<file path="src/rtl/core/piq_pkg.sv">
// Shared widths, constants and types for the point-in-convex-quad block.
`timescale 1ns / 1ps
`default_nettype none

package piq_pkg;

  localparam int COORD_W   = 16;
  localparam int DIFF_W    = COORD_W + 1;
  localparam int PROD_W    = 2 * DIFF_W;
  localparam int AREA_W    = PROD_W + 1;
  localparam int QUAD_W    = AREA_W + 1;
  localparam int PT_W      = AREA_W + 2;
  localparam int SUM_W     = PT_W + 1;
  localparam int NUM_VERT  = 4;
  localparam int CFG_IDX_W = 3;
  localparam int IN_DATA_W  = 32;
  localparam int OUT_DATA_W = 8;

  localparam int AREA_TOLERANCE = 2;
  localparam logic signed [SUM_W-1:0] TOL_POS = SUM_W'(AREA_TOLERANCE);
  localparam logic signed [SUM_W-1:0] TOL_NEG = -TOL_POS;

  // Pipeline stage indices
  localparam int NUM_STAGES = 5;
  localparam int ST_DIFF = 0;
  localparam int ST_PROD = 1;
  localparam int ST_AREA = 2;
  localparam int ST_SUM  = 3;
  localparam int ST_OUT  = 4;

  typedef struct packed {
    logic signed [COORD_W-1:0] y;
    logic signed [COORD_W-1:0] x;
  } vertex_t;

  typedef struct packed {
    logic [NUM_STAGES-1:0] en;
    logic [NUM_STAGES-1:0] valid;
  } pipe_ctrl_t;

endpackage

`default_nettype wire

</file>
<file path="src/rtl/core/piq_tri_area.sv">
// One lane: doubled triangle area |cross(a - o, b - o)| in three stages.
`timescale 1ns / 1ps
`default_nettype none

module piq_tri_area (
  input  wire logic                                clk,
  input  wire piq_pkg::pipe_ctrl_t                 ctrl,
  input  wire logic signed [piq_pkg::COORD_W-1:0]  o_x,
  input  wire logic signed [piq_pkg::COORD_W-1:0]  o_y,
  input  wire logic signed [piq_pkg::COORD_W-1:0]  a_x,
  input  wire logic signed [piq_pkg::COORD_W-1:0]  a_y,
  input  wire logic signed [piq_pkg::COORD_W-1:0]  b_x,
  input  wire logic signed [piq_pkg::COORD_W-1:0]  b_y,
  output logic        [piq_pkg::AREA_W-1:0]        area
);

  logic signed [piq_pkg::DIFF_W-1:0] dax, day, dbx, dby;
  logic signed [piq_pkg::PROD_W-1:0] prod1, prod2;
  logic signed [piq_pkg::AREA_W-1:0] cross_val;

  always_ff @(posedge clk) begin
    if (ctrl.en[piq_pkg::ST_DIFF]) begin
      dax <= piq_pkg::DIFF_W'(a_x) - piq_pkg::DIFF_W'(o_x);
      day <= piq_pkg::DIFF_W'(a_y) - piq_pkg::DIFF_W'(o_y);
      dbx <= piq_pkg::DIFF_W'(b_x) - piq_pkg::DIFF_W'(o_x);
      dby <= piq_pkg::DIFF_W'(b_y) - piq_pkg::DIFF_W'(o_y);
    end
  end

  always_ff @(posedge clk) begin
    if (ctrl.en[piq_pkg::ST_PROD]) begin
      prod1 <= piq_pkg::PROD_W'(dax) * piq_pkg::PROD_W'(dby);
      prod2 <= piq_pkg::PROD_W'(dbx) * piq_pkg::PROD_W'(day);
    end
  end

  assign cross_val = piq_pkg::AREA_W'(prod1) - piq_pkg::AREA_W'(prod2);

  always_ff @(posedge clk) begin
    if (ctrl.en[piq_pkg::ST_AREA]) begin
      area <= cross_val[piq_pkg::AREA_W-1] ? piq_pkg::AREA_W'(-cross_val)
                                           : piq_pkg::AREA_W'(cross_val);
    end
  end

endmodule

`default_nettype wire

</file>
<file path="config.mk">
export PLATFORM = sky130hd
export DESIGN_NAME = piq_tri_area
export DESIGN_NICKNAME = d
export VERILOG_FILES = /design/src/rtl/core/piq_pkg.sv /design/src/rtl/core/piq_tri_area.sv
export SDC_FILE = /design/constraint.sdc
export NUM_CORES = 2
export LEC_CHECK = 0
export BUFFER_PORTS_ARGS = -buffer_cell sky130_fd_sc_hd__buf_2
export CORE_ASPECT_RATIO = 1.4
export CORE_MARGIN = 1.5
export CORE_UTILIZATION = 56
export CTS_CLUSTER_DIAMETER = 30
export DETAILED_ROUTE_END_ITERATION = 8
export PLACE_DENSITY = 0.77
export SKIP_LAST_GASP = 1
export SLEW_MARGIN = 10
export SYNTH_ARGS = -nofsm -noshare
export SYNTH_HDL_FRONTEND = slang
export SYNTH_SLANG_ARGS = --single-unit
</file>
<file path="constraint.sdc">
create_clock -name clk -period 9.1 [get_ports clk]
set_clock_uncertainty 0.05 [all_clocks]
set_input_delay 1.82 -clock clk [delete_from_list [all_inputs] [get_ports clk]]
set_output_delay 1.82 -clock clk [all_outputs]
set_load 0.02 [all_outputs]
</file>
==> Yosys cells after proc, flatten, opt, wreduce, memory -nomap -nowiden <==
Index checks and enable logic that the tools add are counted.
{ "word_totals": {"ff_bits": 171, "input_bits": 107, "out_inout_bits": 35, "wordCells": 17} }
{ "op_classes": {"addsub": 6, "multipliers": 2, "mux": 1} }
{ "op_table": {"columns": ["cell", "n"], "rows": [
  ["multiplier 17 x 17 -> 34 bit", 2],
  ["subtractor 16 x 16 -> 17 bit", 4],
  ["negator 35 bit", 1],
  ["subtractor 34 x 34 -> 35 bit", 1],
  ["two-way mux 34 bit", 1]
]} }

==> Longest topological paths before layout <==
{ "depth": {"depth_word": 3, "mapped_depth": 26, "ltp_nobuf": 25} }

==> Worst setup path before layout <==
No wires, ideal clock.
{ "synth_path": {"path_kind": "register to register", "from": "register dax[11] (netlist bit)", "to": "register prod1[32] (netlist bit) (data pin)", "setup_time_ns": 0.268, "arrival_time_ns": 6.368, "required_time_ns": 8.782, "slack_ns": 2.414, "stages_incl_launch_ff": 24, "n_path_buf": 1, "period_less_slack_ns": 6.686, "cell_sequence": "edfxtp_1 > clkbuf_1 > nand2_1 > fa_1 > fa_1 > fa_1 > inv_1 > fa_1 > fa_1 > inv_1 > fa_1 > inv_1 > ha_1 > a21o_1 > a21o_1 > a21o_1 > a2111oi_0 > o21bai_1 > o21bai_1 > a311oi_1 > o21a_1 > o21a_1 > o311ai_0 > xnor2_1"} }
{ "synth_via": {"elab_chain_len": 1} }
{ "synth_rtl": {"columns": ["element", "line", "source"], "rows": [
  ["from (decl)", "piq_tri_area.sv:17", "logic signed [piq_pkg::DIFF_W-1:0] dax, day, dbx, dby;"],
  ["from (signal assigned)", "piq_tri_area.sv:23", "dax <= piq_pkg::DIFF_W'(a_x) - piq_pkg::DIFF_W'(o_x);"],
  ["multiplier 17 x 17 -> 34 bit", "piq_tri_area.sv:32", "prod1 <= piq_pkg::PROD_W'(dax) * piq_pkg::PROD_W'(dby);"],
  ["to (signal assigned)", "piq_tri_area.sv:32", null],
  ["to (decl)", "piq_tri_area.sv:18", "logic signed [piq_pkg::PROD_W-1:0] prod1, prod2;"]
]} }
No other way between the ends.
A chain may end at the register's enable or synchronous reset.

==> Worst setup path after layout <==
{ "layout_path": {"from": "register dax[8] (netlist bit)", "to": "register prod1[32] (netlist bit) (data pin)"} }
The elaborated chain is that of the path after synthesis.

==> results.sh <==
export IMPL_io_pins=142
export IMPL_synth_top_area_share=0.372
export IMPL_cp_data_required_time_ns=9.25
export IMPL_yosys_area_top_type="fa_1"
export IMPL_fin_setup_tns_ns=0
export IMPL_synth_flop_cell="edfxtp_1"
export IMPL_fillers=4774
export IMPL_cp_start_kind="register"
export IMPL_ant_nets=0
export IMPL_cts_tree="done"
export IMPL_hold_depth=2
export IMPL_syn_avg_cell_area_um2=9.59
export IMPL_slew_headroom=0.361
export IMPL_drt_total_wl_um=73600
export IMPL_async_reset_ff_frac=0
export IMPL_ys_warn_count=0
export IMPL_crit_fanout=17
export IMPL_period_share=0.826
export IMPL_path_cells="and2_1 > fa_1 > inv_1 > fa_1 > fa_1 > inv_1 > fa_1 > fa_1 > inv_1 > fa_1 > inv_1 > ha_1 > a21o_1 > a21o_1 > a21o_1 > a2111oi_0 > o21bai_1 > o21bai_1 > a311oi_1 > o21a_1 > o21a_1 > o311ai_0 > xnor2_1"
export IMPL_synthToLayoutAreaGrowth_pct=5.78
export IMPL_worst_path_max_delay_cell="edfxtp_1"
export IMPL_status="complete, no violations"
export IMPL_dieArea_mm2=0.0589
export IMPL_grt_start_max_net_pins=69
export IMPL_path_delay_family="adder cells"
export IMPL_drc=0
export IMPL_ys_top_cells_by_area="fa_1 (37%), edfxtp_1 (16%), ha_1 (10%)"
export IMPL_netlist_area_mm2=0.0321
export IMPL_rsz0062_at_grt="false"
export IMPL_dpl_hpwl_um=60900
export IMPL_seq_area_frac_synth=0.160
export IMPL_cp_arrival_ns=7.67
export IMPL_hp_class="register to register"
export IMPL_vias_per_cell=5.52
export IMPL_cts_resized=0
export IMPL_r2r_cells=23
export IMPL_clk_pin_slew_ns=0.08
export IMPL_htreeDepth=4
export IMPL_syn_inst=3351
export IMPL_initial_core_util=0.568
export IMPL_core_area_mm2=0.0566
export IMPL_cts_sinks=171
export IMPL_ys_types=74
export IMPL_grt_usage=0.272
export IMPL_synth_seq_cells=171
export IMPL_wl_per_cell_um=17.7
export IMPL_worst_pin_slew_ns=0.959
export IMPL_grt_pass1_vias=25031
export IMPL_std_cell_rows=103
export IMPL_fmax_mhz=133
export IMPL_setup_viol=0
export IMPL_final_hold_viol_count=0
export IMPL_syn_nets=4324
export IMPL_vias=23017
export IMPL_critPathBufInv=4
export IMPL_synth_edf_count=171
export IMPL_die_h_um=286
export IMPL_worst_path_most_repeated_cell="fa_1"
export IMPL_grt_pass1_wl_um=123000
export IMPL_cp_depth=23
export IMPL_final_cell_mix="inv_1 (748), fa_1 (597), nand2_1 (317), and2_1 (302), ha_1 (269)"
export IMPL_dr_first_iter_drc_count=1352
export IMPL_clock_latency_ns=0.47
export IMPL_drv_slew=0
export IMPL_grt_overflow=0
export IMPL_layout_commonest_cell="inv_1"
export IMPL_drive_gt1_frac=0.0553
export IMPL_worstSetupPathType="register to register"
export IMPL_post_cts_buffers=0
export IMPL_ctsRootBufferMaster="clkbuf_16"
export IMPL_ctsHoldBuffers=0
export IMPL_endpoint_kind="register"
export IMPL_cts_buffer_depth=2
export IMPL_die_w_um=205
export IMPL_io_buffers=134
export IMPL_diodes=0
export IMPL_maxCapViolations=0
export IMPL_min_period_ns=7.52
export IMPL_gp_congestion=0.888
export IMPL_cts_buffers=17
export IMPL_antenna_found_initial=2
export IMPL_firstDrtPassIters=5
export IMPL_max_stage_delay_ns=0.70
export IMPL_nets=4397
==> tightest hold or removal path, stage by stage (launching register included) <==
cell and delay, ns:
edfxtp_1 0.34, ha_1 0.17, inv_1 0.04
==> cells in the mapped netlist, types with 32 or more instances <==
| cell type | count |
|---|---|
| nand2_1 | 317 |
| fa_1 | 597 |
| nor2_1 | 154 |
| nor3_1 | 36 |
| xor2_1 | 44 |
| ha_1 | 269 |
| xnor2_1 | 107 |
| edfxtp_1 | 171 |
| a21oi_1 | 89 |
| o21ai_0 | 81 |
| inv_1 | 748 |
| nor2b_1 | 32 |
| clkbuf_1 | 82 |
| and2_1 | 302 |
==> worst paths after layout <==
path                            startpoint         to  slack [ns]
worst min register to register    prod2[0]    area[0]        0.66
worst max-delay path                dax[8]  prod1[32]        1.58
worst min-delay path              prod2[0]    area[0]        0.66
worst max register to register      dax[8]  prod1[32]        1.58
==> per-stage QoR <==
stage	hold slack (ns)	util	worst slack [ns]	instance area, µm²	std cells
CTS	0.664	0.601	1.57	34000	4170
global route	0.704	0.601	1.20	34000	4170
detailed placement	0.646	0.591	1.59	33400	4140
finish	0.660	0.601	1.58	34000	4170
global placement	0.630	0.591	1.69	33400	4140
floorplan	0.560	-	2.41	32100	3351
==> registers in the layout, summed over array words and instances (netlist names) <==
name   count
area      35
prod1     34
prod2     34
dax       17
day       17
dbx       17
dby       17
==> cell families after synthesis <==
group | count (synthesis) | share of synthesized area
AND/OR/NAND/NOR | 956 | 0.149
XOR/XNOR | 151 | 0.0412
multiplexers | 2 | 0.000662
adder cells (fa/ha/maj) | 866 | 0.477
flip-flops | 171 | 0.160
buffers and inverters | 834 | 0.0975
AO/OA/AOI/OAI | 371 | 0.0751
==> layer usage <==
metal	part of all wire	GRT usage	vias to the layer above
li1	-	-	10523
met4	0.080	0.188	4
met5	0.00034	0	-
met1	0.36	0.305	11536
met3	0.045	0.0334	251
met2	0.52	0.480	703
==> final cells by class <==
type                    instances  area, µm²  share of cell area
repair buffers                140        716              0.0211
clock buffers                  18        429              0.0126
clock inverters                12        119             0.00350
flip-flops and latches        171       5130               0.151
multi-input cells            2346      23900               0.702
inverters                     748       2810              0.0826
well taps                     735        920              0.0271
Power is left out: the tool's default activity adds up to more than one toggle a clock period on the data nets, which glitch-free logic cannot reach.
