`src/rtl/core/piq_pkg.sv`:
```
// Shared widths, constants and types for the point-in-convex-quad block.
`timescale 1ns / 1ps
`default_nettype none

package piq_pkg;

  localparam int COORD_W   = 16;
  localparam int DIFF_W    = COORD_W + 1;
  localparam int PROD_W    = 2 * DIFF_W;
  localparam int AREA_W    = PROD_W + 1;
  localparam int QUAD_W    = AREA_W + 1;
  localparam int PT_W      = AREA_W + 2;
  localparam int SUM_W     = PT_W + 1;
  localparam int NUM_VERT  = 4;
  localparam int CFG_IDX_W = 3;
  localparam int IN_DATA_W  = 32;
  localparam int OUT_DATA_W = 8;

  localparam int AREA_TOLERANCE = 2;
  localparam logic signed [SUM_W-1:0] TOL_POS = SUM_W'(AREA_TOLERANCE);
  localparam logic signed [SUM_W-1:0] TOL_NEG = -TOL_POS;

  // Pipeline stage indices
  localparam int NUM_STAGES = 5;
  localparam int ST_DIFF = 0;
  localparam int ST_PROD = 1;
  localparam int ST_AREA = 2;
  localparam int ST_SUM  = 3;
  localparam int ST_OUT  = 4;

  typedef struct packed {
    logic signed [COORD_W-1:0] y;
    logic signed [COORD_W-1:0] x;
  } vertex_t;

  typedef struct packed {
    logic [NUM_STAGES-1:0] en;
    logic [NUM_STAGES-1:0] valid;
  } pipe_ctrl_t;

endpackage

`default_nettype wire

```
`src/rtl/core/piq_cfg.sv`:
```
// Vertex configuration registers.
`timescale 1ns / 1ps
`default_nettype none

module piq_cfg (
  input  wire logic                             clk,
  input  wire logic                             rst,
  input  wire logic                             cfg_wen,
  input  wire logic [piq_pkg::CFG_IDX_W-1:0]    cfg_idx,
  input  wire logic [piq_pkg::COORD_W-1:0]      cfg_wdata,
  output piq_pkg::vertex_t [piq_pkg::NUM_VERT-1:0] vert
);

  localparam logic [piq_pkg::CFG_IDX_W-1:0] REG_V0_X = 3'd0;
  localparam logic [piq_pkg::CFG_IDX_W-1:0] REG_V0_Y = 3'd1;
  localparam logic [piq_pkg::CFG_IDX_W-1:0] REG_V1_X = 3'd2;
  localparam logic [piq_pkg::CFG_IDX_W-1:0] REG_V1_Y = 3'd3;
  localparam logic [piq_pkg::CFG_IDX_W-1:0] REG_V2_X = 3'd4;
  localparam logic [piq_pkg::CFG_IDX_W-1:0] REG_V2_Y = 3'd5;
  localparam logic [piq_pkg::CFG_IDX_W-1:0] REG_V3_X = 3'd6;
  localparam logic [piq_pkg::CFG_IDX_W-1:0] REG_V3_Y = 3'd7;

  always_ff @(posedge clk) begin
    if (rst) begin
      vert <= '0;
    end else if (cfg_wen) begin
      case (cfg_idx)
        REG_V0_X: vert[0].x <= cfg_wdata;
        REG_V0_Y: vert[0].y <= cfg_wdata;
        REG_V1_X: vert[1].x <= cfg_wdata;
        REG_V1_Y: vert[1].y <= cfg_wdata;
        REG_V2_X: vert[2].x <= cfg_wdata;
        REG_V2_Y: vert[2].y <= cfg_wdata;
        REG_V3_X: vert[3].x <= cfg_wdata;
        REG_V3_Y: vert[3].y <= cfg_wdata;
        default: ;
      endcase
    end
  end

endmodule

`default_nettype wire

```
`config.mk`:
```
export PLATFORM = sky130hd
export DESIGN_NAME = piq_cfg
export DESIGN_NICKNAME = d
export VERILOG_FILES = /design/src/rtl/core/piq_pkg.sv /design/src/rtl/core/piq_cfg.sv
export SDC_FILE = /design/constraint.sdc
export NUM_CORES = 1
export LEC_CHECK = 0
export BUFFER_PORTS_ARGS = -buffer_cell sky130_fd_sc_hd__buf_2
export CAP_MARGIN = 20
export CELL_PAD_IN_SITES_DETAIL_PLACEMENT = 0
export CELL_PAD_IN_SITES_GLOBAL_PLACEMENT = 1
export CORE_ASPECT_RATIO = 0.5
export CORE_UTILIZATION = 39
export DETAILED_ROUTE_END_ITERATION = 8
export GPL_TIMING_DRIVEN = 1
export PLACE_DENSITY = 0.78
export SLEW_MARGIN = 20
export SYNTH_ARGS = -nofsm -noshare
export SYNTH_HDL_FRONTEND = slang
export SYNTH_SLANG_ARGS = --single-unit
```
`constraint.sdc`:
```
create_clock -name clk -period 1.25 [get_ports clk]
set_clock_uncertainty 0.15 [all_clocks]
set_input_delay 0.1875 -clock clk [delete_from_list [all_inputs] [get_ports clk]]
set_output_delay 0.1875 -clock clk [all_outputs]
set_load 0.005 [all_outputs]
```
# Yosys cells after proc, flatten, opt, wreduce, memory -nomap -nowiden

Cells that the tools add are included.

Reductions and logical operators: 9
Equal/unequal tests: 7

Operators with widths:

| cell                                                 | number |
|---|---|
| AND reduction 2 bit                                  | 8 |
| equality test 3 bit (second input constant)          | 4 |
| equality test 3 x 2 -> 1 bit (second input constant) | 2 |
| equality test 3 x 1 -> 1 bit (second input constant) | 1 |
| zero test 3 bit                                      | 1 |

Register bits: 128
Word-level logic and storage cells: 24
Bits of input ports: 22
Output and inout port bits: 128

# Logic depth before layout (Yosys ltp)

Gate-level depths: netlist (run 1).

Depth after elaboration: 2
Mapped depth: 5
Gate-level depth less buffers: 2

# Worst setup path after synthesis (run 1)

OpenSTA, ideal clock, no wires.

Path kind: input to register
Start: input port cfg_idx[1] (netlist bit)
End: register vert[10] (netlist bit)
Buffers on the path: 2
Setup slack: 0.086 ns
Data arrival time: 0.942 ns
Setup time: 0.072 ns
Stages on the path: 4
Required time: 1.028 ns
Cells stage by stage: nor4b_2 -> buf_4 -> buf_8 -> mux2i_1

Cells in the longest elaborated chain, start to end: 2

RTL lines:

| item                                 | line          | text |
|---|---|---|
| from (decl)                          | piq_cfg.sv:9  | `input wire logic [piq_pkg::CFG_IDX_W-1:0] cfg_idx,` |
| zero test 3 bit                      | piq_cfg.sv:27 | `case (cfg_idx)` |
| AND reduction 2 bit (no source line) | --            |  |
| to (decl)                            | piq_cfg.sv:11 | `output piq_pkg::vertex_t [piq_pkg::NUM_VERT-1:0] vert` |

Every way passes these cells.
A chain may end at the register's enable or synchronous reset.

# Worst setup path in the final report (run 1)

Start: register vert[42] (netlist bit)
End: output port vert[42] (netlist bit)

No word-level cell between the ends.

==> out/qor.txt, run 1 <==
status: completed
Die Y: 82.64 um
launch point of the worst hold path: cfg_wdata[2]
# Max-Cap Violations: 0
Clock Latency Late Sink: 0.41 ns
slowest CP cell: dfxtp_1
DRC viols: 0
CTS Root Cell: clkbuf_16
Ys Warns: 0
CP Class: reg -> out
Overflow after GRT: 0
RR Endpoint: vert[44]
Mapped Cells: 454
final critical-path share of the clock period: 0.9725
HP Class: in -> reg
CP Max Fanout: 2
worst-case reg-to-reg path depth: 2
hold path endpoint: vert[66]
Crit. End Element: output port
Worst-Margin Slew: 0.4712 ns
max-slew violation count: 0
Biggest register: vert
Worst Hold Path Cells: 4
detail-routed via count per cell: 4.671
max FFs per register: 128
clk sinks: 128
first drt pass iteration count: 4
FF-to-FF Start: vert[44]
fillcell total: 1142
delay-heaviest family, CP: flip-flops
Avg WL per Cell: 16.22 um
pwr/cell area: 1462 nW/um^2
worst path bufs/invs: 1
vias in the first global route: 3402
Cell Rows: 29
reg-to-reg setup timing slack: 0.46 ns
final WL: 12.64 mm
clock tree buffer depth: 2
H-tree depth: 4
Top Ports: 150
# setup viols final: 0
final hold violation count: 0
Max Clk Rate: 822.7 MHz
peak supply drop: 0.8468 mV
Starting Density: 0.4006
pre-CTS setup slack: -0.09662 ns
top flop regs: vert x128
synth unique cells: 13
WP data required: 0.91 ns
first-pass GRT wire length: 18.74 mm
GP Congestion: 0.6985
core footprint: 12660 um^2
layout cells sized above 1: 0.3596
CTS Buf Count: 17
DR iter-0 viols: 144
die width: 163.3 um
#FFs+latches synth: 128
area grow syn2layout: 32.19%
CTS clk-pin slew, worst paths: 0.06 ns
Synth Area per Inst: 11.17 um^2
Leak: 3.605 nW
pin count of the biggest net entering global routing: 34
Syn Std Cell Area: 5072 um^2
Seq/Total Area, Yosys: 0.5052
initial antenna violation count: 0
via count: 3639
final net count: 619
critical-path cell list: buf_2
Arrival @ worst endpoint: 0.88 ns
Post-Syn Nets: 476
ANT nets after route: 0
Rel. slew slack: 0.6859
ANT cells: 0
Die ar.: 13490 um^2
Post-DP HPWL: 8.498 mm
CTS tree: yes
fin crit period: 1.216 ns
CP max stage delay: 0.34 ns
unrepaired setup endpoints after global routing: no
setup ws final: 0.03442 ns
gr usage total: 0.1876
port bufs: 149
Fin Setup TNS: 0 ns
critical path launch point type: flip-flop
## cells in the final DEF (no fill, tap or decap), drive strengths merged
master and instances:
nand4bb 3, dfxtp 128, clkbuf 20, nand2b 144, bufinv 3, nand4b 3, buf 170, mux2i 128
nand4 1, nor4b 1, clkinv 5, clkinvlp 2, inv 1
## tightest hold or removal path, delay by kind of cell
family / cells / cell delay (ns)
muxes: 1 / 0.11
buffers and inverters: 2 / 0.25
and+or+nand+nor: 1 / 0.05
## cell usage after synthesis, drive strengths merged
cell,number,area share
nand4b,3,0.0052
nand4,1,0.0025
buf,22,0.030
nor4b,1,0.0030
clkbuf,24,0.018
nand4bb,3,0.0067
nand2b,144,0.18
mux2i,128,0.25
dfxtp,128,0.51
## power by group
group | leakage, nW | switching, mW | internal [mW]
sequential | 1.04 | 0.0463 | 4.18
clock | 0.286 | 1.80 | 3.16
combinational | 2.27 | 0.309 | 0.309
## area by class of cell
cell class,instances,area [um^2],share of cell area
clock buffer,20,446.7,0.06662
clock inverter,11,138.9,0.02071
multi-input combinational,280,2278,0.3398
sequential,128,2585,0.3855
tap,170,212.7,0.03172
timing repair buffer,170,1044,0.1556
## worst max-delay path by stage
stage | start | to | slack (ns) | cells past startpoint
2_1_floorplan | cfg_idx[1] | vert[10] | 0.09 | 4
3_3_place_gp | cfg_idx[1] | vert[13] | -0.05 | 4
3_5_place_dp | rst | vert[26] | -0.1 | 4
4_1_cts | vert[44] | vert[44] | 0.001 | 1
5_1_grt | vert[102] | vert[102] | 0.0008 | 1
6_report | vert[42] | vert[42] | 0.03 | 1
## stage by stage
step / area, um^2 / power (mW) / hold WS [ns] / util / cells
floorplan: 5072 / 4.650 / 0.3150 / - / 454
global placement: 6097 / 4.925 / 0.3046 / 0.4815 / 748
detailed placement: 6097 / 4.933 / 0.3116 / 0.4815 / 748
CTS: 6684 / 9.883 / 0.07698 / 0.5278 / 779
global route: 6705 / 10.12 / 0.1091 / 0.5295 / 779
finish: 6705 / 9.803 / 0.08541 / 0.5295 / 779
## kinds of logic (layout without fill, tap and decap cells)
kind of cell	after synthesis	in the layout	synth area share
AND/OR/NAND/NOR	152	152	0.1949
multiplexers	128	128	0.2526
flip-flops	128	128	0.5052
buffers and inverters	46	201	0.04736
## layer usage
layer	global-route usage	part of all wire
met1	0.2369	0.48
met2	0.3157	0.47
met3	0.03746	0.035
met4	0.08131	0.012
met5	0	0
## repair_timing
action / CTS / global route
hold endpoints to repair: 0 / 0
hold buffers: 0 / 0
pin swaps: 0 / 0
setup endpoints to repair: 1 / 17
setup buffers: 0 / 0
resized for setup: 1 / 17
Power figures use the tool's default switching activity.
==> inputs of run 2 (changes only) <==
GPL_ROUTABILITY_DRIVEN = 0   (was unset)
clock period = 1.2 ns   (was 1.25 ns; I/O delays follow)
==> run 2 against run 1 <==
  * Via count up 2.2%
  * Clock power up 4.4%
  * Worst setup slack worse by 0.021 ns
  * Combinational power is 19% higher
  * Power grew 5.4%
  * Global-route usage up 0.28 points
  * Critical path type unchanged
  * Critical path depth stayed put
  * Critical endpoint is now vert[43]
==> out/qor.txt, run 2 (synthesis results as in run 1) <==
RR Endpoint: vert[90]
unrepaired setup endpoints after global routing: yes
HP Class: in -> reg
vias in the first global route: 3485 (+2.4%)
Post-DP HPWL: 8.563 mm (+0.77%)
max FFs per register: 128 (unchanged)
max-slew violation count: 0 (unchanged)
Worst-Margin Slew: 0.5011 ns (+0.02989 ns)
area grow syn2layout: 46.82%
CP max stage delay: 0.34 ns (about the same)
FF-to-FF Start: vert[90]
delay-heaviest family, CP: flip-flops
design area: 7447 um^2 (+11%)
Cell Rows: 29 (unchanged)
port bufs: 149 (unchanged)
initial antenna violation count: 0 (unchanged)
H-tree depth: 4 (unchanged)
CTS tree: yes
WP data required: 0.87 ns (-0.04 ns)
clk sinks: 128 (unchanged)
gr usage total: 0.1904 (+0.002824)
worst-case reg-to-reg path depth: 3 (+1)
Biggest register: vert
Top Ports: 150 (unchanged)
most frequent cells in the layout: nand2b_1 (144), mux2i_1 (128), dfxtp_2 (124)
clock tree buffer depth: 2 (unchanged)
CTS clk-pin slew, worst paths: 0.06 ns (about the same)
CTS Buf Count: 17 (unchanged)
critical path launch point type: flip-flop
reg-to-reg setup timing slack: 0.31 ns (-0.15 ns)
# setup viols final: 0 (unchanged)
launch point of the worst hold path: cfg_wdata[2]
core footprint: 12660 um^2 (unchanged)
first drt pass iteration count: 4 (unchanged)
Leak: 3.838 nW (+6.5%)
critical-path cell list: buf_2
ANT nets after route: 0 (unchanged)
fin crit period: 1.187 ns
ANT cells: 0 (unchanged)
Max Clk Rate: 842.5 MHz
Arrival @ worst endpoint: 0.86 ns (-0.02 ns)
DR iter-0 viols: 126 (-13%)
Non-Filler Instances: 808 (+3.7%)
Placed Cells: 754 (+0.80%)
layout cells sized above 1: 0.5580 (+0.1984)
pwr/cell area: 1388 nW/um^2 (-5.1%)
final WL: 12.91 mm (+2.1%)
peak supply drop: 0.8208 mV (-3.1%)
worst path bufs/invs: 1 (unchanged)
final net count: 647 (+4.5%)
Overflow after GRT: 0 (unchanged)
slowest CP cell: dfxtp_2
first-pass GRT wire length: 19.09 mm (+1.9%)
CTS Root Cell: clkbuf_16
Clock Latency Late Sink: 0.41 ns (about the same)
Worst Hold Path Cells: 3 (-1)
CP Max Fanout: 2 (unchanged)
fillcell total: 1071 (-6.2%)
Die Y: 82.64 um (unchanged)
final critical-path share of the clock period: 0.9891
# Max-Cap Violations: 0 (unchanged)
final hold violation count: 0 (unchanged)
detail-routed via count per cell: 4.604 (-1.4%)
pin count of the biggest net entering global routing: 30 (-12%)
Die ar.: 13490 um^2 (unchanged)
die width: 163.3 um (unchanged)
top flop regs: vert x128
CP Class: reg -> out
hold path endpoint: vert[50]
placed cell areas: 6155 um^2 (+0.94%)
Avg WL per Cell: 15.97 um (-1.5%)
DRC viols: 0 (unchanged)
Starting Density: 0.4006 (unchanged)
commonest non-fill, non-tap cell in the layout: nand2b_1
status: completed
Rel. slew slack: 0.6660 (-0.01992)
via count: 3720 (+2.2%)
# hold bufs at CTS: 0 (unchanged)
Crit. End Element: output port
-- run 2: cell types whose count changed in the layout (fill, tap and decap cells not counted), moves of 2 or more --
cell / delta
dfxtp_2: +106
buf_2: -60
dfxtp_1: -106
clkbuf_1: -2
buf_6: +60
buf_4: +27
clkinvlp_4: +3
clkinv_4: +3
clkinv_2: -4
-- run 2: power breakdown --
| part | leakage (nW) | total [mW] | switching [mW] | internal, mW |
|---|---|---|---|---|
| Sequential | 1.10 | 4.42 | 0.0570 | 4.36 |
| Combinational | 2.46 | 0.734 | 0.330 | 0.404 |
| Clock | 0.277 | 5.18 | 2.04 | 3.14 |
| Total | 3.84 | 10.3 | 2.43 | 7.91 |
-- run 2: worst max-delay path by stage --
stage,startpoint,end,slack (ns),cells past startpoint
floorplan,cfg_idx[1],vert[10],0.04,4
global placement,rst,vert[10],-0.11,4
detailed placement,rst,vert[90],-0.18,4
CTS,vert[86],vert[86],0.0001,1
global route,vert[44],vert[44],-0.02,1
finish,vert[43],vert[43],0.01,1
-- run 2: stage by stage --
step	power [mW]	hold slack (ns)	setup TNS [ns]	setup WS [ns]	util
floorplan	4.843	0.3150	0	0.04389	-
global placement	5.151	0.3060	-5.072	-0.1131	0.4860
detailed placement	5.158	0.3138	-6.703	-0.1817	0.4860
CTS	10.34	0.007223	0	0.0001394	0.5400
global route	10.72	0.02720	-0.3454	-0.02130	0.5881
finish	10.33	0.0009490	0	0.01305	0.5881
-- run 2: cell type report --
class                      count  area [um^2]  share of cell area
clock buffer                  18        439.2             0.05897
tap                          170        212.7             0.02856
clock inverter                14        157.7             0.02117
multi-input combinational    280         2278              0.3059
timing repair buffer         198         1642              0.2204
sequential                   128         2718              0.3649
-- run 2: metal layers --
layer | vias up | GRT usage | wire length (um)
li1 | 1834 | - | -
met3 | 13 | 0.04496 | 457
met4 | 0 | 0.07477 | 155
met1 | 1798 | 0.2377 | 5984
met5 | - | 0 | 0
met2 | 75 | 0.3220 | 6310
-- run 2: what timing repair did --
action,CTS,global route
endpoints found under the setup margin,59,118
pin swaps,0,0
setup buffers,0,22
gates resized for setup,61,123
