**src/rtl/core/piq_pkg.sv**
```systemverilog
// Shared widths, constants and types for the point-in-convex-quad block.
`timescale 1ns / 1ps
`default_nettype none

package piq_pkg;

  localparam int COORD_W   = 16;
  localparam int DIFF_W    = COORD_W + 1;
  localparam int PROD_W    = 2 * DIFF_W;
  localparam int AREA_W    = PROD_W + 1;
  localparam int QUAD_W    = AREA_W + 1;
  localparam int PT_W      = AREA_W + 2;
  localparam int SUM_W     = PT_W + 1;
  localparam int NUM_VERT  = 4;
  localparam int CFG_IDX_W = 3;
  localparam int IN_DATA_W  = 32;
  localparam int OUT_DATA_W = 8;

  localparam int AREA_TOLERANCE = 2;
  localparam logic signed [SUM_W-1:0] TOL_POS = SUM_W'(AREA_TOLERANCE);
  localparam logic signed [SUM_W-1:0] TOL_NEG = -TOL_POS;

  // Pipeline stage indices
  localparam int NUM_STAGES = 5;
  localparam int ST_DIFF = 0;
  localparam int ST_PROD = 1;
  localparam int ST_AREA = 2;
  localparam int ST_SUM  = 3;
  localparam int ST_OUT  = 4;

  typedef struct packed {
    logic signed [COORD_W-1:0] y;
    logic signed [COORD_W-1:0] x;
  } vertex_t;

  typedef struct packed {
    logic [NUM_STAGES-1:0] en;
    logic [NUM_STAGES-1:0] valid;
  } pipe_ctrl_t;

endpackage

`default_nettype wire

```
**src/rtl/core/piq_ctrl.sv**
```systemverilog
// Valid chain and per-stage load enables of the area pipeline.
`timescale 1ns / 1ps
`default_nettype none

module piq_ctrl (
  input  wire logic         clk,
  input  wire logic         rst,
  input  wire logic         s_tvalid,
  input  wire logic         m_tready,
  output piq_pkg::pipe_ctrl_t ctrl
);

  logic [piq_pkg::NUM_STAGES-1:0] valid;
  logic [piq_pkg::NUM_STAGES-1:0] en;

  // A stage loads when it is empty or its content moves on.
  always_comb begin
    en[piq_pkg::NUM_STAGES-1] = !valid[piq_pkg::NUM_STAGES-1] || m_tready;
    for (int i = piq_pkg::NUM_STAGES - 2; i >= 0; i--) begin
      en[i] = !valid[i] || en[i+1];
    end
  end

  always_ff @(posedge clk) begin
    if (rst) begin
      valid <= '0;
    end else begin
      if (en[0]) begin
        valid[0] <= s_tvalid;
      end
      for (int i = 1; i < piq_pkg::NUM_STAGES; i++) begin
        if (en[i]) begin
          valid[i] <= valid[i-1];
        end
      end
    end
  end

  assign ctrl.en    = en;
  assign ctrl.valid = valid;

endmodule

`default_nettype wire

```
**config.mk**
```make
export PLATFORM = sky130hd
export DESIGN_NAME = piq_ctrl
export DESIGN_NICKNAME = d
export VERILOG_FILES = /design/src/rtl/core/piq_pkg.sv /design/src/rtl/core/piq_ctrl.sv
export SDC_FILE = /design/constraint.sdc
export NUM_CORES = 1
export LEC_CHECK = 0
export ABC_AREA = 1
export BUFFER_PORTS_ARGS = -buffer_cell sky130_fd_sc_hd__buf_2
export CORE_AREA = 2 2 39 41
export CTS_CLUSTER_SIZE = 10
export DETAILED_ROUTE_END_ITERATION = 6
export DIE_AREA = 0 0 41 43
export HOLD_SLACK_MARGIN = 0.03
export MAX_ROUTING_LAYER = met4
export PLACE_DENSITY_LB_ADDON = 0.3
export RECOVER_POWER = 50
export SLEW_MARGIN = 20
export SYNTH_ARGS = -nofsm -noshare
export SYNTH_HDL_FRONTEND = slang
export SYNTH_SLANG_ARGS = --single-unit
```
**constraint.sdc**
```tcl
create_clock -name clk -period 0.8 [get_ports clk]
set_input_delay 0.12 -clock clk [delete_from_list [all_inputs] [get_ports clk]]
set_output_delay 0.12 -clock clk [all_outputs]
set_load 0.01 [all_outputs]
```
## After elaboration in Yosys (flattened, before gate mapping)

Cells that the tools add are included.
W data, S select, Z words.

| storage, ports and cells | value |
|---|---|
| memory bits (writable) | 0 |
| memory bits (read-only) | 0 |
| bits of input ports | 4 |
| memories kept | 0 |
| output and inout port bits | 10 |
| latch bits | 0 |
| register bits after elaboration | 5 |

| cells by class | value |
|---|---|
| $mul | 0 |
| div/mod/pow operators | 0 |
| shifts and indexed selects | 0 |
| bitwise operators | 0 |
| $lt $le $gt $ge | 0 |
| multiplexer cells | 0 |
| eq/ne operators | 0 |
| reductions and logical operators | 10 |
| $add $sub $neg | 0 |

Operators with widths:

| kind | count |
|---|---|
| $logic_not A1 Y1 | 5 |
| $logic_or A1 B1 Y1 | 5 |

## Longest topological paths before layout

Gate-level depths: netlist of run 1.

| logic depth | value |
|---|---|
| depth in word-level cells | 6 |
| depth in mapped cells | 5 |

## Least setup slack after synthesis of run 1

Ideal clock, no wire load.

| timing path | value |
|---|---|
| kind | register to register |
| from | reg valid[4] (netlist name) |
| to | reg valid[1] (netlist name) |
| slack | -0.191 ns |
| stages on the path, launching flop included | 5 |
| data arrival time | 0.921 ns |
| path through | dfxtp_1 -> nand3_2 -> nor2_2 -> nand2_1 -> a21oi_1 |

RTL lines:

| what | RTL line | text |
|---|---|---|
| start: declaration | piq_ctrl.sv:13 | `logic [piq_pkg::NUM_STAGES-1:0] valid;` |
| start signal: indexed assignment | piq_ctrl.sv:33 | `valid[i] <= valid[i-1];` |

==> run summary, run 1 <==
status -> complete, but fails checks
failing checks -> negative setup slack
Syn Area/Cell -> 8.417 sq um
top-count cell post-synth -> inv_1
Worst-path clk slew -> 0.05 ns
slew at the pin closest to its max-slew limit -> 0.1376 ns
top-area cell type share of the netlist area -> 0.5405
Seq/Total Area, Yosys -> 0.5405
vias in the first global route -> 231
RSZ-0062 raised after global routing -> yes
gr usage total -> 0.08857
initial DRC count -> 2
share of cells above drive strength 1 -> 0.7391
DRC viols -> 0
Largest register FFs -> 5
Lkg Pwr -> 0.1826 nW
worst min path class -> primary input to flip-flop
WP data arrival -> 1.02 ns
cell taking the most area after synthesis -> dfxtp_1
Period minus WS final -> 1.141 ns
Die Y -> 43 microns
cell area after synthesis -> 185.2 sq um
Post-Route Utilization -> 0.3156
site row count -> 14
ratio of final minimum period to clock period -> 1.426
max frequency -> 876.4 MHz
VDD IR max -> 0.5162 mV
CTS tree -> done
number of hold buffers added after CTS -> 0
CP Class -> flip-flop to output port
Synthesized Nets -> 26
flop2flop setup slack -> -0.13 ns
Post-Route Skew -> 0.001700 ns
Setup TNS -> -2.192 ns
WP data required -> 0.68 ns
final net count -> 51
EDFF count, synth -> 0
via count -> 227
Max Transition Viols Final -> 0
Cell Pwr Density -> 1398 nW/um^2
largest net degree at the start of global routing -> 6
I/O pins -> 14
antenna violations before repair -> 0
wirelength, routed -> 578 microns
WL/cell -> 9.323 microns
Vias/cell -> 3.661
cts bufs inserted -> 3
antenna cells -> 0
CTS H-tree depth -> 1
Core ar. -> 1384 sq um
synthesis-to-finish area growth -> 135.8%
Synth Flop Type -> dfxtp_1
endpoints failing setup -> 13
die width -> 41 microns
Top reg by flops -> valid
first-pass GRT wire length -> 945 microns
clk root buf -> clkbuf_4
DP HPWL -> 396.2 microns
final hold violations -> 0
#FFs+latches synth -> 5
relative slew slack -> 0.9083
top cells by count, synth -> 7 x inv_1, 5 x a21oi_1, 5 x dfxtp_1, 2 x nand2_1, 2 x nand3_2
fin worst setup slack -> -0.3410 ns
Initial Util -> 0.1338
clock sinks -> 5
post-synthesis cell type count -> 6
Overall Power -> 610.5 uW
Finished Layout Cells -> 62
Setup crit end kind -> output port
port bufs -> 13
Post-synth ARST share -> 0
type of origin of the critical path -> flip-flop
drt first pass iters -> 2
Max Cap Viol -> 0
top cells by area, synth -> dfxtp_1 54%, inv_1 14%, a21oi_1 14%
Crit Path Max Fanout -> 3
post-route ant nets -> 0
grt ovf -> 0
Placed Instances -> 54
DP Worst Slack -> -0.07690 ns
die area -> 1763 sq um
Max Root-Sink Buffers -> 2
Yosys warnings -> 0
clock latency on the worst-skew pair -> 0.24 ns
gpl congestion -> 0.6712
cell count after synthesis -> 22
Regs by FF count -> valid x5
## logic make-up (layout without fill, tap and decap cells)
family,Yosys count,in the layout,synth area share
compound gates,5,5,0.1351
simple gates,5,5,0.1825
flops,5,5,0.5406
buf+inv,7,31,0.1419
## critical path, stage by stage (launching register included)
cell	delay [ns]
dfxtp_4	0.35
nand3_4	0.08
nor2_4	0.12
nand3_2	0.08
buf_2	0.14
## cells in the final DEF, fill, tap and decap left out
| cell type | netlist | routed |
|---|---|---|
| dfxtp_4 | 0 | 3 |
| nand3_2 | 2 | 1 |
| buf_4 | 0 | 4 |
| dfxtp_2 | 0 | 1 |
| nand3_4 | 0 | 1 |
| nand2_2 | 0 | 1 |
| buf_6 | 0 | 9 |
| inv_1 | 7 | 7 |
| buf_2 | 0 | 7 |
| clkbuf_1 | 0 | 1 |
| dfxtp_1 | 5 | 1 |
| nor2_4 | 0 | 1 |
| a21oi_2 | 0 | 3 |
| a21oi_1 | 5 | 2 |
| nand2_1 | 2 | 1 |
| clkbuf_4 | 0 | 3 |
## per-layer routing
layer  vias to the layer above  GRT usage  routed length, microns
met2                        14     0.1031                     268
met5                         -          -                       0
met3                         0    0.03141                      60
li1                        114          -                       -
met1                        99     0.1032                     249
met4                         0     0.1000                       0
## per-stage QoR
step | instance area (sq um) | hold WS (ns)
finish | 436.7 | 0.1126
global route | 436.7 | 0.1067
CTS | 399.1 | 0.09660
detailed placement | 315.3 | 0.3442
global placement | 315.3 | 0.3457
floorplan | 207.7 | 0.1794
## power by group
part / leakage [nW] / switching (mW) / internal, mW
clock: 0.0150 / 0.109 / 0.189
sequential: 0.0434 / 0.00921 / 0.251
combinational: 0.124 / 0.0245 / 0.0285
## area by class of cell
type                            instances  area (sq um)
Fill cell                             154         947.2
Timing Repair Buffer                   20         166.4
Sequential cell                         5         112.6
Multi-Input combinational cell         10         85.08
Clock buffer                            4         26.28
Inverter                                7         26.28
Tap cell                               16         20.02
## repair_timing
action	CTS	global route
setup endpoints to repair	12	13
pin swaps	1	1
gates resized for setup	11	4
setup buffers	1	3
## worst paths after layout
kind,start,to,cells past startpoint
max,valid[3],ctrl[5],4
min,s_tvalid,valid[0],3
max reg2reg,valid[3],valid[0],5
min reg2reg,valid[0],valid[1],2
(Power assumes the default switching activity.)
==> run 2, diff against run 1 <==
--- a/config.mk
+++ b/config.mk
@@ -15,6 +15,7 @@
 export MAX_ROUTING_LAYER = met4
 export PLACE_DENSITY_LB_ADDON = 0.3
 export RECOVER_POWER = 50
+export SKIP_CTS_REPAIR_TIMING = 1
 export SLEW_MARGIN = 20
 export SYNTH_ARGS = -nofsm -noshare
 export SYNTH_HDL_FRONTEND = slang
==> run 2 against run 1 <==
Against the previous run:
- the flow still finishes with violations (negative setup slack)
- die area unchanged
- sequential power is essentially flat
- non-clock buffer count shrank 2
- cell area down 6.6%
- clock skew is essentially flat
- fmax decreased by 0.51%
- global-route usage fell by 1.1 points
- sequential cell count unchanged
- combinational power down 5.5%
==> run summary, run 2 (synthesized netlist as in run 1, its figures left out) <==
status -> complete, but fails checks
failing checks -> negative setup slack
Setup crit end kind -> output port
I/O pins -> 14 (unchanged)
die area -> 1763 sq um (unchanged)
worst hold slack -> 0.1067 ns (-0.005867 ns)
CTS tree -> done
antenna violations before repair -> 0 (unchanged)
met3 Track Usage GR -> 0.03141 (unchanged)
Top reg by flops -> valid
slew at the pin closest to its max-slew limit -> 0.1281 ns (-0.009508 ns)
worst reg2reg path endpoint -> valid[0]
Post-Route Utilization -> 0.2948 (-0.02080)
Post-Route Skew -> 0.002177 ns (+0.0004766 ns)
drt first pass iters -> 1 (-1)
DRC viols -> 0 (unchanged)
WL/cell -> 9.167 microns (-1.7%)
Lkg Pwr -> 0.1699 nW (-7.0%)
relative slew slack -> 0.9146 (+0.006339)
Max Root-Sink Buffers -> 2 (unchanged)
Core ar. -> 1384 sq um (unchanged)
GR Util met2 -> 0.07500 (-0.02812)
Initial Util -> 0.1338 (unchanged)
Worst-path clk slew -> 0.05 ns (about the same)
Regs by FF count -> valid x5
Min-Delay Path Depth -> 2 (-1)
antenna cells -> 0 (unchanged)
most common cell after layout, fill and taps aside -> buf_2
post-route ant nets -> 0 (unchanged)
VDD IR max -> 0.5156 mV (-0.12%)
die width -> 41 microns (unchanged)
Die Y -> 43 microns (unchanged)
endpoints failing setup -> 12 (-1)
RSZ-0062 raised after global routing -> yes
gpl congestion -> 0.6712 (unchanged)
Max Transition Viols Final -> 0 (unchanged)
fillers -> 154 (unchanged)
ratio of final minimum period to clock period -> 1.434 (+0.007289)
port bufs -> 13 (unchanged)
fin worst setup slack -> -0.3468 ns (-0.005831 ns)
site row count -> 14 (unchanged)
Crit Reg-Reg Startpoint -> valid[3]
worst hold start -> rst
Worst R2R Path Depth -> 5 (unchanged)
final net count -> 49 (-3.9%)
Period minus WS final -> 1.147 ns (+0.005831 ns)
first-pass GRT wire length -> 807 microns (-15%)
grt ovf -> 0 (unchanged)
synthesis-to-finish area growth -> 120.3%
Worst Hold End -> valid[0]
DP HPWL -> 396.2 microns (unchanged)
Vias/cell -> 3.617 (-1.2%)
largest net degree at the start of global routing -> 6 (unchanged)
Crit Path Max Fanout -> 3 (unchanged)
max frequency -> 872.0 MHz (-0.51%)
Max Cap Viol -> 0 (unchanged)
CP Class -> flip-flop to output port
Largest register FFs -> 5 (unchanged)
most frequent cells in the layout -> 8 x buf_2, 7 x inv_1, 6 x buf_6, 4 x buf_4
cts bufs inserted -> 3 (unchanged)
share of cells above drive strength 1 -> 0.7273 (-0.01186)
initial DRC count -> 0 (-2)
wirelength, routed -> 550 microns (-4.8%)
final hold violations -> 0 (unchanged)
met1 Use GR -> 0.09677 (-0.006452)
flop2flop setup slack -> -0.14 ns (about the same)
clock sinks -> 5 (unchanged)
WP data arrival -> 1.03 ns (about the same)
via count -> 217 (-4.4%)
type of origin of the critical path -> flip-flop
gr usage total -> 0.07724 (-0.01133)
GR peak layer -> met4
clock latency on the worst-skew pair -> 0.24 ns (about the same)
worst min path class -> primary input to flip-flop
clk root buf -> clkbuf_4
vias in the first global route -> 189 (-18%)
Cell Pwr Density -> 1487 nW/um^2 (+6.4%)
WP data required -> 0.68 ns (about the same)
CTS H-tree depth -> 1 (unchanged)
run 2: worst max-delay path, stage by stage (launching register included):
cell and delay [ns]:
dfxtp_4 0.35, nand3_4 0.08, nor2_4 0.12, nand3_2 0.09, buf_2 0.14
run 2: through the flow:
step | instances | instance area, sq um | setup WS (ns) | TNS, ns | total power, mW
floorplan | 22 | 207.7 | -0.07850 | -0.1723 | 0.2785
global placement | 54 | 315.3 | -0.07733 | -0.2167 | 0.3019
detailed placement | 54 | 315.3 | -0.07690 | -0.2037 | 0.3022
CTS | 58 | 341.6 | -0.3484 | -2.035 | 0.6053
global route | 60 | 407.9 | -0.3974 | -2.546 | 0.6470
finish | 60 | 407.9 | -0.3468 | -1.980 | 0.6065
run 2: worst max-delay path by stage:
stage,depth (start not counted),start,end,slack (ns)
floorplan,4,valid[3],valid[0],-0.08
detailed placement,4,valid[3],ctrl[5],-0.08
global placement,4,valid[3],ctrl[5],-0.08
CTS,4,valid[3],ctrl[5],-0.35
global route,4,valid[3],ctrl[5],-0.40
finish,4,valid[3],ctrl[5],-0.35
run 2: per-layer routing:
layer | routed length (microns) | vias to the layer above | part of all wire
met1 | 240 | 93 | 0.44
met5 | 0 | - | 0
met2 | 241 | 14 | 0.44
li1 | - | 110 | -
met3 | 68 | 0 | 0.12
met4 | 0 | 0 | 0
run 2: power breakdown:
group | switching, mW | leakage [nW] | internal, mW
sequential | 0.00884 | 0.0434 | 0.251
combinational | 0.0235 | 0.112 | 0.0265
clock | 0.108 | 0.0150 | 0.189
total | 0.140 | 0.170 | 0.466
run 2: area by class of cell:
class / count / area (sq um) / area share
clock buffers: 4 / 26.28 / 0.06442
flip-flops and latches: 5 / 112.6 / 0.2761
well taps: 16 / 20.02 / 0.04908
inverters: 7 / 26.28 / 0.06442
multi-input cells: 10 / 85.08 / 0.2086
repair buffers: 18 / 137.6 / 0.3374
==> run 3, diff against run 2 <==
==> constraint.sdc (replaced) <==
create_clock -name clk -period 1.1 [get_ports clk]
set_input_delay 0.165 -clock clk [delete_from_list [all_inputs] [get_ports clk]]
set_output_delay 0.165 -clock clk [all_outputs]
set_load 0.005 [all_outputs]
==> run 3 against run 2 <==
Against the previous run:
- the run still ends with negative setup slack left
- setup slack better by 0.24 ns
- sequential power is 27% lower
- non-clock buffer count fell by 5
- critical path depth did not move
- cell area fell by 23%
- critical path type unchanged
- highest routed layer is now met4
==> run summary, run 3 (synthesized netlist as in run 1, its figures left out) <==
WL/cell -> 7.982 microns (-13%)
DP Worst Slack -> 0.1049 ns (+0.1819 ns)
RSZ-0062 raised after global routing -> yes
DRC viols -> 0 (unchanged)
Max Root-Sink Buffers -> 2 (unchanged)
most common cell after layout, fill and taps aside -> buf_2
Worst R2R Path Depth -> 4 (-1)
wirelength, routed -> 439 microns (-20%)
die width -> 41 microns (unchanged)
site row count -> 14 (unchanged)
slew at the pin closest to its max-slew limit -> 0.1347 ns (+0.006649 ns)
Lkg Pwr -> 0.1319 nW (-22%)
gr usage total -> 0.07216 (-0.005075)
Min-Delay Path Depth -> 2 (unchanged)
Period minus WS final -> 1.202 ns
synthesis-to-finish area growth -> 69.59%
clock latency on the worst-skew pair -> 0.24 ns (about the same)
Post-Route Skew -> 0.001819 ns (-0.0003576 ns)
clk root buf -> clkbuf_4
most frequent cells in the layout -> 13 x buf_2, 7 x inv_1, 5 x a21oi_1, 3 x clkbuf_4, 3 x dfxtp_1
final hold violations -> 0 (unchanged)
endpoints failing setup -> 3 (-9)
fin worst setup slack -> -0.1020 ns (+0.2448 ns)
WP data arrival -> 1.04 ns (about the same)
Setup crit end kind -> output port
Max Transition Viols Final -> 0 (unchanged)
Regs by FF count -> valid x5
cts bufs inserted -> 3 (unchanged)
CTS tree -> done
Cell Pwr Density -> 1368 nW/um^2 (-8.0%)
status -> complete, but fails checks
ratio of final minimum period to clock period -> 1.093
Top reg by flops -> valid
die area -> 1763 sq um (unchanged)
first-pass GRT wire length -> 717 microns (-11%)
antenna violations before repair -> 0 (unchanged)
Core ar. -> 1384 sq um (unchanged)
largest net degree at the start of global routing -> 6 (unchanged)
CP Class -> flip-flop to output port
clock sinks -> 5 (unchanged)
initial DRC count -> 4 (+4)
Post-Route Utilization -> 0.2269 (-0.06781)
VDD IR max -> 0.4846 mV (-6.0%)
multi-input logic area -> 71.32 sq um (-16%)
storage element area -> 105.1 sq um (-6.7%)
relative slew slack -> 0.9101 (-0.004556)
via count -> 202 (-6.9%)
Largest register FFs -> 5 (unchanged)
DP HPWL -> 335 microns (-15%)
max frequency -> 832.0 MHz
grt ovf -> 0 (unchanged)
I/O pins -> 14 (unchanged)
port bufs -> 13 (unchanged)
failing checks -> negative setup slack
CTS H-tree depth -> 1 (unchanged)
Initial Util -> 0.1338 (unchanged)
drt first pass iters -> 4 (+3)
share of cells above drive strength 1 -> 0.5385 (-0.1888)
Worst-path clk slew -> 0.04 ns (about the same)
type of origin of the critical path -> flip-flop
worst min path class -> primary input to flip-flop
Vias/cell -> 3.673 (+1.6%)
post-route ant nets -> 0 (unchanged)
antenna cells -> 0 (unchanged)
gpl congestion -> 0.6127 (-8.7%)
final net count -> 44 (-10%)
Max Cap Viol -> 0 (unchanged)
Crit Path Max Fanout -> 3 (unchanged)
fillers -> 155 (+0.65%)
Die Y -> 43 microns (unchanged)
vias in the first global route -> 172 (-9.0%)
WP data required -> 0.94 ns (+0.26 ns)
## run 3: worst max-delay path: stages, from the launching register on
cell and delay [ns]:
dfxtp_4 0.35, nand3_4 0.09, nor2_4 0.14, nand3_2 0.08
buf_2 0.13
## run 3: where the power goes
| group | leakage, nW | switching (mW) | internal, mW |
|---|---|---|---|
| logic | 0.0748 | 0.0113 | 0.0105 |
| clock network | 0.0150 | 0.0797 | 0.137 |
| registers | 0.0421 | 0.00504 | 0.186 |
## run 3: through the flow
stage / hold slack [ns] / setup TNS (ns) / cell area, sq um / total power, mW / instances
after floorplan: 0.2341 / 0 / 185.2 / 0.2026 / 22
after global routing: 0.1384 / -0.4929 / 314.1 / 0.4612 / 55
after global placement: 0.3986 / 0 / 270.3 / 0.2169 / 51
after CTS: 0.1457 / -0.4728 / 296.5 / 0.4419 / 55
after detailed placement: 0.4049 / 0 / 270.3 / 0.2169 / 51
final: 0.1371 / -0.2728 / 314.1 / 0.4297 / 55
## run 3: path summary, 6_finish.rpt
check             startpoint        to  slack (ns)
setup reg to reg    valid[3]  valid[0]        0.26
hold / removal           rst  valid[3]        0.14
hold reg to reg     valid[0]  valid[1]        0.48
setup / recovery    valid[3]   ctrl[5]       -0.10
## run 3: area by class of cell
class                           instances  area share
Tap cell                               16     0.06375
Multi-Input combinational cell         10      0.2271
Inverter                                7     0.08367
Timing Repair Buffer                   13      0.2072
Sequential cell                         5      0.3347
Clock buffer                            4     0.08367
## run 3: per-layer routing
layer / wire length (microns) / GRT usage / share of wire / up-vias
li1: - / - / - / 101
met1: 190 / 0.07443 / 0.43 / 85
met2: 172 / 0.07188 / 0.39 / 14
met3: 69 / 0.09424 / 0.16 / 2
met4: 6 / 0.04000 / 0.014 / 0
met5: 0 / - / 0 / -
